**src/rtl/core/crank_period_to_rpm_assert.svh**
```systemverilog
// Assertion macros shared by the crank_period_to_rpm RTL.
// Depends on nothing; included by the modules that carry assertions.
`ifndef CRANK_PERIOD_TO_RPM_ASSERT_SVH
`define CRANK_PERIOD_TO_RPM_ASSERT_SVH

// Antecedent implies consequent in the same cycle.
`define CPTR_ASSERT_SAME(label, clk, rst_n, ante, cons) \
    label: assert property (@(posedge clk) disable iff (!rst_n) (ante) |-> (cons)) \
        else $error("crank_period_to_rpm: same-cycle check failed");

// Antecedent implies consequent in the next cycle.
`define CPTR_ASSERT_NEXT(label, clk, rst_n, ante, cons) \
    label: assert property (@(posedge clk) disable iff (!rst_n) (ante) |=> (cons)) \
        else $error("crank_period_to_rpm: next-cycle check failed");

`endif

```
**src/rtl/core/cptr_pkg.sv**
```systemverilog
// Package for the crank period to rpm block: widths, codes, reset values,
// controller states and the controller/datapath command and status types.
`default_nettype none
package cptr_pkg;

    localparam int CFG_W  = 20;               // configuration register width
    localparam int NUM_W  = 20;               // dividend (rpm numerator) width
    localparam int DIV_W  = 21;               // divisor width (age inside window)
    localparam int RPM_W  = 21;               // reported rpm width, signed
    localparam int IDX_W  = 8;                // event index width
    localparam int CNT_W  = $clog2(NUM_W);    // divider step counter width

    localparam int RESET_TPS         = 1000;
    localparam int RESET_NUM         = 30000;
    localparam int TIME_BACK_SECONDS = 10;

    // Register indexes (paddr bit 2).
    localparam logic REG_TPS = 1'b0;
    localparam logic REG_NUM = 1'b1;

    // Input command codes.
    localparam logic CMD_TICK  = 1'b0;
    localparam logic CMD_EVENT = 1'b1;

    typedef enum logic [2:0] {
        ST_IDLE,
        ST_CHECK,
        ST_DIV,
        ST_DIV_DONE,
        ST_EMIT
    } t_state;

    typedef struct packed {
        logic accept;
        logic div_start;
        logic div_step;
        logic load_neg_one;
        logic load_quot;
        logic emit;
    } t_dp_cmd;

    typedef struct packed {
        logic is_evt0;
        logic in_window;
        logic age_zero;
        logic div_last;
        logic out_free;
    } t_dp_status;

endpackage
`default_nettype wire

```
**src/rtl/core/cptr_regs.sv**
```systemverilog
// Configuration registers of the crank period to rpm block, APB-style port.
// Depends on cptr_pkg.
`default_nettype none
module cptr_regs (
    input  wire logic                       i_clk,
    input  wire logic                       i_rst_n,
    input  wire logic                       psel,
    input  wire logic                       penable,
    input  wire logic                       pwrite,
    input  wire logic [2:0]                 paddr,
    input  wire logic [31:0]                pwdata,
    output logic      [31:0]                prdata,
    output logic                            pready,
    output logic      [cptr_pkg::CFG_W-1:0] o_tps,
    output logic      [cptr_pkg::CFG_W-1:0] o_num
);
    import cptr_pkg::*;

    logic [CFG_W-1:0] r_tps;
    logic [CFG_W-1:0] r_num;
    logic             w_write;

    assign pready  = 1'b1;
    assign w_write = psel & penable & pwrite;

    always_ff @(posedge i_clk) begin
        if (!i_rst_n) begin
            r_tps <= CFG_W'(RESET_TPS);
            r_num <= CFG_W'(RESET_NUM);
        end else if (w_write) begin
            case (paddr[2])
                REG_TPS: r_tps <= pwdata[CFG_W-1:0];
                REG_NUM: r_num <= pwdata[CFG_W-1:0];
                default: ;
            endcase
        end
    end

    always_comb begin
        case (paddr[2])
            REG_TPS: prdata = 32'(r_tps);
            REG_NUM: prdata = 32'(r_num);
            default: prdata = '0;
        endcase
    end

    assign o_tps = r_tps;
    assign o_num = r_num;

endmodule
`default_nettype wire

```
**src/rtl/core/cptr_ctrl.sv**
```systemverilog
// Controller state machine of the crank period to rpm block.
// Depends on cptr_pkg and crank_period_to_rpm_assert.svh.
`default_nettype none
`include "crank_period_to_rpm_assert.svh"
module cptr_ctrl (
    input  wire logic                 i_clk,
    input  wire logic                 i_rst_n,
    input  wire logic                 i_in_valid,
    output logic                      o_in_stall,
    input  wire cptr_pkg::t_dp_status i_status,
    output cptr_pkg::t_dp_cmd         o_cmd
);
    import cptr_pkg::*;

    t_state r_state;
    t_state n_state;

    always_ff @(posedge i_clk) begin
        if (!i_rst_n) begin
            r_state <= ST_IDLE;
        end else begin
            r_state <= n_state;
        end
    end

    // Next state.
    always_comb begin
        n_state = r_state;
        case (r_state)
            ST_IDLE: begin
                if (i_in_valid) n_state = ST_CHECK;
            end
            ST_CHECK: begin
                if (i_status.is_evt0 && i_status.in_window && !i_status.age_zero) begin
                    n_state = ST_DIV;
                end else begin
                    n_state = ST_EMIT;
                end
            end
            ST_DIV: begin
                if (i_status.div_last) n_state = ST_DIV_DONE;
            end
            ST_DIV_DONE: n_state = ST_EMIT;
            ST_EMIT: begin
                if (i_status.out_free) n_state = ST_IDLE;
            end
            default: n_state = ST_IDLE;
        endcase
    end

    // Outputs.
    always_comb begin
        o_cmd      = '0;
        o_in_stall = 1'b1;
        case (r_state)
            ST_IDLE: begin
                o_in_stall   = 1'b0;
                o_cmd.accept = i_in_valid;
            end
            ST_CHECK: begin
                if (i_status.is_evt0 && i_status.in_window) begin
                    o_cmd.load_neg_one = i_status.age_zero;
                    o_cmd.div_start    = !i_status.age_zero;
                end
            end
            ST_DIV:      o_cmd.div_step  = 1'b1;
            ST_DIV_DONE: o_cmd.load_quot = 1'b1;
            ST_EMIT:     o_cmd.emit      = i_status.out_free;
            default: ;
        endcase
    end

    `CPTR_ASSERT_NEXT(a_div_ends, i_clk, i_rst_n, (r_state == ST_DIV) && i_status.div_last, r_state == ST_DIV_DONE)
    `CPTR_ASSERT_SAME(a_div_only_evt0, i_clk, i_rst_n, r_state == ST_DIV, i_status.is_evt0 && i_status.in_window)
    `CPTR_ASSERT_NEXT(a_accept_to_check, i_clk, i_rst_n, o_cmd.accept, (r_state == ST_CHECK) && o_in_stall)
    `CPTR_ASSERT_SAME(a_emit_free, i_clk, i_rst_n, o_cmd.emit, i_status.out_free && (r_state == ST_EMIT))

endmodule
`default_nettype wire

```
**src/rtl/core/cptr_datapath.sv**
```systemverilog
// Datapath of the crank period to rpm block: time and event registers,
// window compares, serial restoring divider and the output register.
// Depends on cptr_pkg.
`default_nettype none
module cptr_datapath #(
    parameter int TIME_WIDTH = 32
) (
    input  wire logic                              i_clk,
    input  wire logic                              i_rst_n,
    input  wire cptr_pkg::t_dp_cmd                 i_cmd,
    output cptr_pkg::t_dp_status                   o_status,
    input  wire logic                              i_command,
    input  wire logic [cptr_pkg::IDX_W-1:0]        i_event_index,
    input  wire logic [cptr_pkg::CFG_W-1:0]        i_tps,
    input  wire logic [cptr_pkg::CFG_W-1:0]        i_num,
    output logic signed [cptr_pkg::RPM_W-1:0]      o_reported_rpm,
    output logic                                   o_running,
    output logic                                   o_out_valid,
    input  wire logic                              i_out_stall
);
    import cptr_pkg::*;

    localparam int CMP_W = (TIME_WIDTH > DIV_W) ? TIME_WIDTH : DIV_W;
    localparam logic [TIME_WIDTH-1:0] L_LAST_RESET =
        TIME_WIDTH'(0) - TIME_WIDTH'(TIME_BACK_SECONDS * RESET_TPS);

    logic [TIME_WIDTH-1:0]   r_time;
    logic [TIME_WIDTH-1:0]   r_last;
    logic [TIME_WIDTH-1:0]   r_age;
    logic signed [RPM_W-1:0] r_rpm;
    logic                    r_is_evt0;
    logic [DIV_W-1:0]        r_rem;
    logic [NUM_W-1:0]        r_quot;
    logic [CNT_W-1:0]        r_div_cnt;
    logic signed [RPM_W-1:0] r_out_rpm;
    logic                    r_out_running;
    logic                    r_out_valid;

    logic [TIME_WIDTH-1:0]   w_age_now;
    logic [CMP_W-1:0]        w_age_ext;
    logic [CMP_W-1:0]        w_age_now_ext;
    logic [CMP_W-1:0]        w_win_run;
    logic [CMP_W-1:0]        w_win_stop;
    logic [DIV_W-1:0]        w_divisor;
    logic [DIV_W:0]          w_rem_sh;
    logic [DIV_W:0]          w_diff;

    // Age of the stored event at emit time, and the two windows.
    assign w_age_now     = r_time - r_last;
    assign w_age_ext     = CMP_W'(r_age);
    assign w_age_now_ext = CMP_W'(w_age_now);
    assign w_win_run     = CMP_W'({i_tps, 1'b0});
    assign w_win_stop    = CMP_W'(i_tps);

    // Divisor is the period; it lies inside the running window when used.
    assign w_divisor = w_age_ext[DIV_W-1:0];
    assign w_rem_sh  = {r_rem, r_quot[NUM_W-1]};
    assign w_diff    = w_rem_sh - {1'b0, w_divisor};

    always_ff @(posedge i_clk) begin
        if (!i_rst_n) begin
            r_time      <= '0;
            r_last      <= L_LAST_RESET;
            r_rpm       <= '0;
            r_is_evt0   <= 1'b0;
            r_out_valid <= 1'b0;
        end else begin
            if (i_cmd.accept) begin
                r_is_evt0 <= (i_command == CMD_EVENT) && (i_event_index == '0);
                if (i_command == CMD_TICK) begin
                    r_time <= r_time + TIME_WIDTH'(1);
                end else if (i_event_index == '0) begin
                    r_last <= r_time;
                end
            end
            if (i_cmd.load_neg_one) r_rpm <= '1;
            if (i_cmd.load_quot)    r_rpm <= $signed({1'b0, r_quot});
            if (i_cmd.emit) begin
                r_out_valid <= 1'b1;
            end else if (!i_out_stall) begin
                r_out_valid <= 1'b0;
            end
        end
    end

    // Payload registers: period capture, divider and output data.
    always_ff @(posedge i_clk) begin
        if (i_cmd.accept) r_age <= r_time - r_last;
        if (i_cmd.div_start) begin
            r_rem     <= '0;
            r_quot    <= i_num;
            r_div_cnt <= '0;
        end else if (i_cmd.div_step) begin
            r_div_cnt <= r_div_cnt + CNT_W'(1);
            if (!w_diff[DIV_W]) begin
                r_rem  <= w_diff[DIV_W-1:0];
                r_quot <= {r_quot[NUM_W-2:0], 1'b1};
            end else begin
                r_rem  <= w_rem_sh[DIV_W-1:0];
                r_quot <= {r_quot[NUM_W-2:0], 1'b0};
            end
        end
        if (i_cmd.emit) begin
            r_out_running <= w_age_now_ext < w_win_run;
            r_out_rpm     <= (w_age_now_ext > w_win_stop) ? '0 : r_rpm;
        end
    end

    assign o_status.is_evt0   = r_is_evt0;
    assign o_status.in_window = w_age_ext < w_win_run;
    assign o_status.age_zero  = (r_age == '0);
    assign o_status.div_last  = (r_div_cnt == CNT_W'(NUM_W - 1));
    assign o_status.out_free  = !r_out_valid || !i_out_stall;

    assign o_reported_rpm = r_out_rpm;
    assign o_running      = r_out_running;
    assign o_out_valid    = r_out_valid;

endmodule
`default_nettype wire

```
**src/rtl/core/crank_period_to_rpm.sv**
```systemverilog
// Steps: a tick, an ignored event, or a counted event outside the running window or with zero
// period goes through check, then emit, once accepted; a counted event with a nonzero period
// inside the running window goes through check, the 20-step serial restoring divider, a
// quotient load and then emit. A new request is taken only once the current one is emitted;
// a full output register adds wait. Reset is synchronous and active low; it clears the control
// state, time, rpm and valid flag at once, with no clearing pass (payload registers are not
// reset), and places the stored event time ten default seconds in the past.
`default_nettype none
module crank_period_to_rpm #(
    parameter int TIME_WIDTH = 32
) (
    input  wire logic                               i_clk,
    input  wire logic                               i_rst_n,
    // Request channel: one timer tick or one shaft event per request.
    input  wire logic                               i_in_valid,
    output logic                                    o_in_stall,
    input  wire logic                               i_command,
    input  wire logic [cptr_pkg::IDX_W-1:0]         i_event_index,
    // Result channel: one result per request.
    output logic                                    o_out_valid,
    input  wire logic                               i_out_stall,
    output logic signed [cptr_pkg::RPM_W-1:0]       o_reported_rpm,
    output logic                                    o_running,
    // Configuration port.
    input  wire logic                               psel,
    input  wire logic                               penable,
    input  wire logic                               pwrite,
    input  wire logic [2:0]                         paddr,
    input  wire logic [31:0]                        pwdata,
    output logic      [31:0]                        prdata,
    output logic                                    pready
);
    import cptr_pkg::*;

    // The controller sequences each request: it takes one request in idle, lets the
    // datapath judge whether the stored event lies inside the running window, runs the
    // divider for a counted event with a nonzero period inside that window, and then waits
    // until the output register is free to load the result. The output register lets a
    // finished result wait while the next request is already taken in and worked on.

    t_dp_cmd          w_cmd;
    t_dp_status       w_status;
    logic [CFG_W-1:0] w_tps;
    logic [CFG_W-1:0] w_num;

    // Register file: ticks per second at address 0, rpm numerator at address 4.
    cptr_regs u_regs (
        .i_clk   (i_clk),
        .i_rst_n (i_rst_n),
        .psel    (psel),
        .penable (penable),
        .pwrite  (pwrite),
        .paddr   (paddr),
        .pwdata  (pwdata),
        .prdata  (prdata),
        .pready  (pready),
        .o_tps   (w_tps),
        .o_num   (w_num)
    );

    cptr_ctrl u_ctrl (
        .i_clk      (i_clk),
        .i_rst_n    (i_rst_n),
        .i_in_valid (i_in_valid),
        .o_in_stall (o_in_stall),
        .i_status   (w_status),
        .o_cmd      (w_cmd)
    );

    // The datapath holds the wrapping time counter, the stored event time and the rpm.
    // All ages are modular differences within TIME_WIDTH bits.
    cptr_datapath #(
        .TIME_WIDTH (TIME_WIDTH)
    ) u_datapath (
        .i_clk          (i_clk),
        .i_rst_n        (i_rst_n),
        .i_cmd          (w_cmd),
        .o_status       (w_status),
        .i_command      (i_command),
        .i_event_index  (i_event_index),
        .i_tps          (w_tps),
        .i_num          (w_num),
        .o_reported_rpm (o_reported_rpm),
        .o_running      (o_running),
        .o_out_valid    (o_out_valid),
        .i_out_stall    (i_out_stall)
    );

endmodule
`default_nettype wire
```
**config.mk**
```make
export PLATFORM = sky130hd
export DESIGN_NAME = crank_period_to_rpm
export DESIGN_NICKNAME = d
export VERILOG_FILES = /design/src/rtl/core/cptr_pkg.sv /design/src/rtl/core/cptr_regs.sv /design/src/rtl/core/cptr_ctrl.sv /design/src/rtl/core/cptr_datapath.sv /design/src/rtl/core/crank_period_to_rpm.sv
export VERILOG_INCLUDE_DIRS = /design/src /design/src/rtl/core
export SDC_FILE = /design/constraint.sdc
export NUM_CORES = 1
export LEC_CHECK = 0
export BUFFER_PORTS_ARGS = -buffer_cell sky130_fd_sc_hd__buf_2
export CORE_AREA = 5 5 190 192
export DETAILED_ROUTE_END_ITERATION = 10
export DIE_AREA = 0 0 195 197
export HOLD_SLACK_MARGIN = 0.06
export PLACE_DENSITY_LB_ADDON = 0.2
export SLEW_MARGIN = 20
export SYNTH_ARGS = -nofsm -noshare
export SYNTH_HDL_FRONTEND = slang
export SYNTH_HIERARCHICAL = 1
export SYNTH_SLANG_ARGS = --single-unit
```
**constraint.sdc**
```tcl
create_clock -name i_clk -period 4.2 [get_ports i_clk]
set_clock_uncertainty 0.15 [all_clocks]
set_input_delay 0.84 -clock i_clk [delete_from_list [all_inputs] [get_ports i_clk]]
set_output_delay 0.84 -clock i_clk [all_outputs]
set_load 0.005 [all_outputs]
```
==> out/results.ini <==
[outcome]
status=complete, but fails checks
violations=negative setup slack

[synth]
ys_async_sr_fraction=0
netlist_area_um2=13500
synth_cells=1463
synth_edf_count=74
yosys-top-cells-area=dfxtp_1 (23%), edfxtp_1 (16%), ha_1 (10%)
synth_seq_area_share=0.395
synth_cell_types=80
ys.flop_type=dfxtp_1
ys_seq_elements=230
avgSynthCellArea_um2=9.25
yosysTopAreaCell=dfxtp_1
ys_warn_count=6
synth_top_area_frac=0.231

[timing]
period_minus_slack_ps=4290
max_freq_mhz=233
fin_ws_ps=-90.5
hold_viol=0
rsz0062_at_grt=true
drv_slew=0
max-slew-margin-rel=0.402
hold_ws_ps=302
fin_crit_sh=1.02
fin_tns_setup_ps=-1150
tightestPinTransition_ps=897
finalSetupViolations=21

[clocking]
clock_tree.root_cell=clkbuf_16
cts_tree=done
clkTransAtPathRegs_ps=60
htree_levels=1
clkSinkCount=230
clk_latency_ps=520
cts_max_path_buffers=3
cts_made_buffers=26

[die]
die_w_um=195
start_util=0.396
core_um2=34200
die_h_um=197
rows=68
ios=108
dieArea_um2=38400

[place]
port-buffer-count=80
place_congestion=0.861
place_ws_ps=-258
post-dp-hpwl_um=23500

[route]
antenna_left=0
drc=0
vias=10400
drtPass1Iterations=7
viasPerCell=5.09
drtIter0Drc=593
drt_wl_total_um=32000
wl_per_cell_um=15.7

[power_and_ir_drop]
peakVddDrop_v=0.000314
cellLeakagePower_nw=6.70
power_w=0.00518
p_per_area_nw_per_um2=328

[layout]
fillerInstances=3322
syn2layout_area_growth_pct=16.7
fin_nets=1738
num_antenna_cells=0
drive_above_1_share=0.184

[setup_path]
end_kind=flip-flop
endpoint=u_datapath/o_reported_rpm[9]
cp.arrival_ps=4530
r2r_start=u_datapath/r_time[0]
r2r_slack_ps=-90
rr_worst_depth=21
r2r_end=u_datapath/o_reported_rpm[9]
critPathLaunchType=flip-flop
crit_start=u_datapath/r_time[0]
critical_path.cell_chain=inv_2 > ha_4 > inv_2 > fa_2 > a211oi_4 > o211ai_1 > a31oi_1 > o21bai_2 > buf_4 > xor2_2 > ha_2 > a21o_1 > a21o_1 > a21oi_4 > nand4_1 > a2111o_1 > nor4_4 > buf_6 > buf_12 > clkbuf_16 > and2_1
cp_slowest_cell=a2111o_1
critPathKind=reg -> reg
cp_max_fo=5
required_ps=4440
worst_path_largest_cell_delay_ps=430

[global_route]
grtUsageTotal=0.164
grt_pass1_wl_um=52900
grt_max_degree=56
antenna_found_initial=0
grt_overflow=0
grt_pass1_vias=10100

[flow_run]
maxCapViolations=0

[worst_hold_path]
hp-class=reg -> reg

## worst min-delay path by stage
stage,start,endpoint,cells after the start
2_1_floorplan,u_datapath/r_last[10],u_datapath/r_last[10],2
6_report,u_datapath/r_last[9],u_datapath/r_last[9],2
5_1_grt,u_datapath/r_last[2],u_datapath/r_last[2],2
4_1_cts,u_datapath/r_last[2],u_datapath/r_last[2],2
3_3_place_gp,u_datapath/r_last[2],u_datapath/r_last[2],2
3_5_place_dp,u_datapath/r_last[2],u_datapath/r_last[2],2
## cell usage in the layout (no fill, tap or decap), drive strengths merged, types with 19 or more instances in the layout
cell type / Yosys / final
a211oi: 23 / 23
a21o: 29 / 29
a21oi: 100 / 100
and2: 29 / 29
buf: 34 / 144
clkbuf: 40 / 42
dfxtp: 156 / 156
edfxtp: 74 / 74
ha: 112 / 112
inv: 92 / 93
mux2: 41 / 41
mux2i: 62 / 62
nand2: 138 / 138
nand3: 19 / 19
nand4: 26 / 26
nor2: 139 / 139
nor2b: 40 / 40
nor3: 24 / 24
o211ai: 33 / 33
o21ai: 40 / 40
xnor2: 38 / 38
xor2: 36 / 36
## state kept, by name, summed over array words and instances, names as in the netlist
signal	flops
u_regs/o_num	20
u_regs/o_tps	20
u_datapath/r_div_cnt	5
u_datapath/r_last	32
u_datapath/o_out_valid	1
u_datapath/o_reported_rpm	21
u_datapath/r_rpm	21
u_datapath/r_is_evt0	1
u_datapath/o_running	1
u_datapath/r_quot	20
u_datapath/r_time	32
u_ctrl/r_state	3
u_datapath/r_age	32
u_datapath/r_rem	21
## stage by stage
step	instances	utilization	area, um2
4_1_cts	2036	0.456	15600
2_1_floorplan	1474	-	13600
6_report	2046	0.462	15800
3_5_place_dp	1981	0.426	14600
5_1_grt	2046	0.462	15800
3_3_place_gp	1981	0.426	14600
## synth_stat cells, types with 4 or more instances
cell type  instances
ha_1             112
and3_1            11
mux2_2            41
dfxtp_1          156
a21oi_1           98
xor2_1            36
o21a_1             9
nand2_1          136
or3_1              9
buf_2             10
nand4_1           25
nor3_1            23
o21bai_1           8
a211oi_1          23
buf_1              4
edfxtp_1          74
clkbuf_1          40
buf_4             17
a21o_1            29
nand3_1           19
nor4_1            10
nor2_1           138
mux2i_1           62
nor2b_1           40
inv_1             92
o31ai_1            5
and4b_1            4
o211ai_1          33
or2_2              4
a31oi_1            5
xnor2_1           38
o21ai_0           37
nand2b_1          12
a21boi_0           7
and2_1            29
## repair_timing
action / CTS / global route
cloned: 2 / 1
pin swaps: 3 / 27
endpoints found under the setup margin: 21 / 22
buffers inserted: 7 / 9
resized for setup: 27 / 30
hold buffers: 0 / 0
hold endpoints to repair: 0 / 0
## final cells by class
| class | count | area [um2] | share of cell area |
|---|---|---|---|
| Sequential cell | 230 | 5350 | 0.339 |
| Multi-Input combinational cell | 1077 | 7730 | 0.489 |
| Clock inverter | 5 | 30.0 | 0.00190 |
| Inverter | 93 | 349 | 0.0221 |
| Timing Repair Buffer | 145 | 1020 | 0.0643 |
| Tap cell | 455 | 569 | 0.0360 |
| Clock buffer | 41 | 749 | 0.0475 |
## logic make-up after synthesis
| group | Yosys count | share of synthesized area |
|---|---|---|
| muxes | 103 | 0.0800 |
| xor gates and xnor gates | 74 | 0.0479 |
| DFF | 230 | 0.395 |
| buffers and inverters | 167 | 0.0536 |
| AOI/OAI and AO/OA | 285 | 0.137 |
| adders and majority gates | 114 | 0.106 |
| other | 2 | 0.000555 |
| and+or+nand+nor | 488 | 0.180 |
## critical path: cells and delay by family (launching register included)
family	cells	cell delay, ps
and+or+nand+nor	3	390
buffers and inverters	6	690
xor gates and xnor gates	1	150
adders and majority gates	3	670
AOI/OAI and AO/OA	8	1780
DFF	1	320
## routing by layer
metal	global-route usage	routed length [um]	up-vias
met3	0.0197	798	37
met4	0.0349	634	0
li1	-	-	5364
met1	0.224	15600	4895
met5	0	0	-
met2	0.281	15000	119
## report_power, final
group | total [W] | internal (W) | switching, W
registers | 0.00241 | 0.00236 | 0.0000540
logic | 0.000680 | 0.000325 | 0.000355
clock network | 0.00210 | 0.00122 | 0.000877
total | 0.00518 | 0.00390 | 0.00129
No activity file was read; power rests on OpenSTA's default activity.
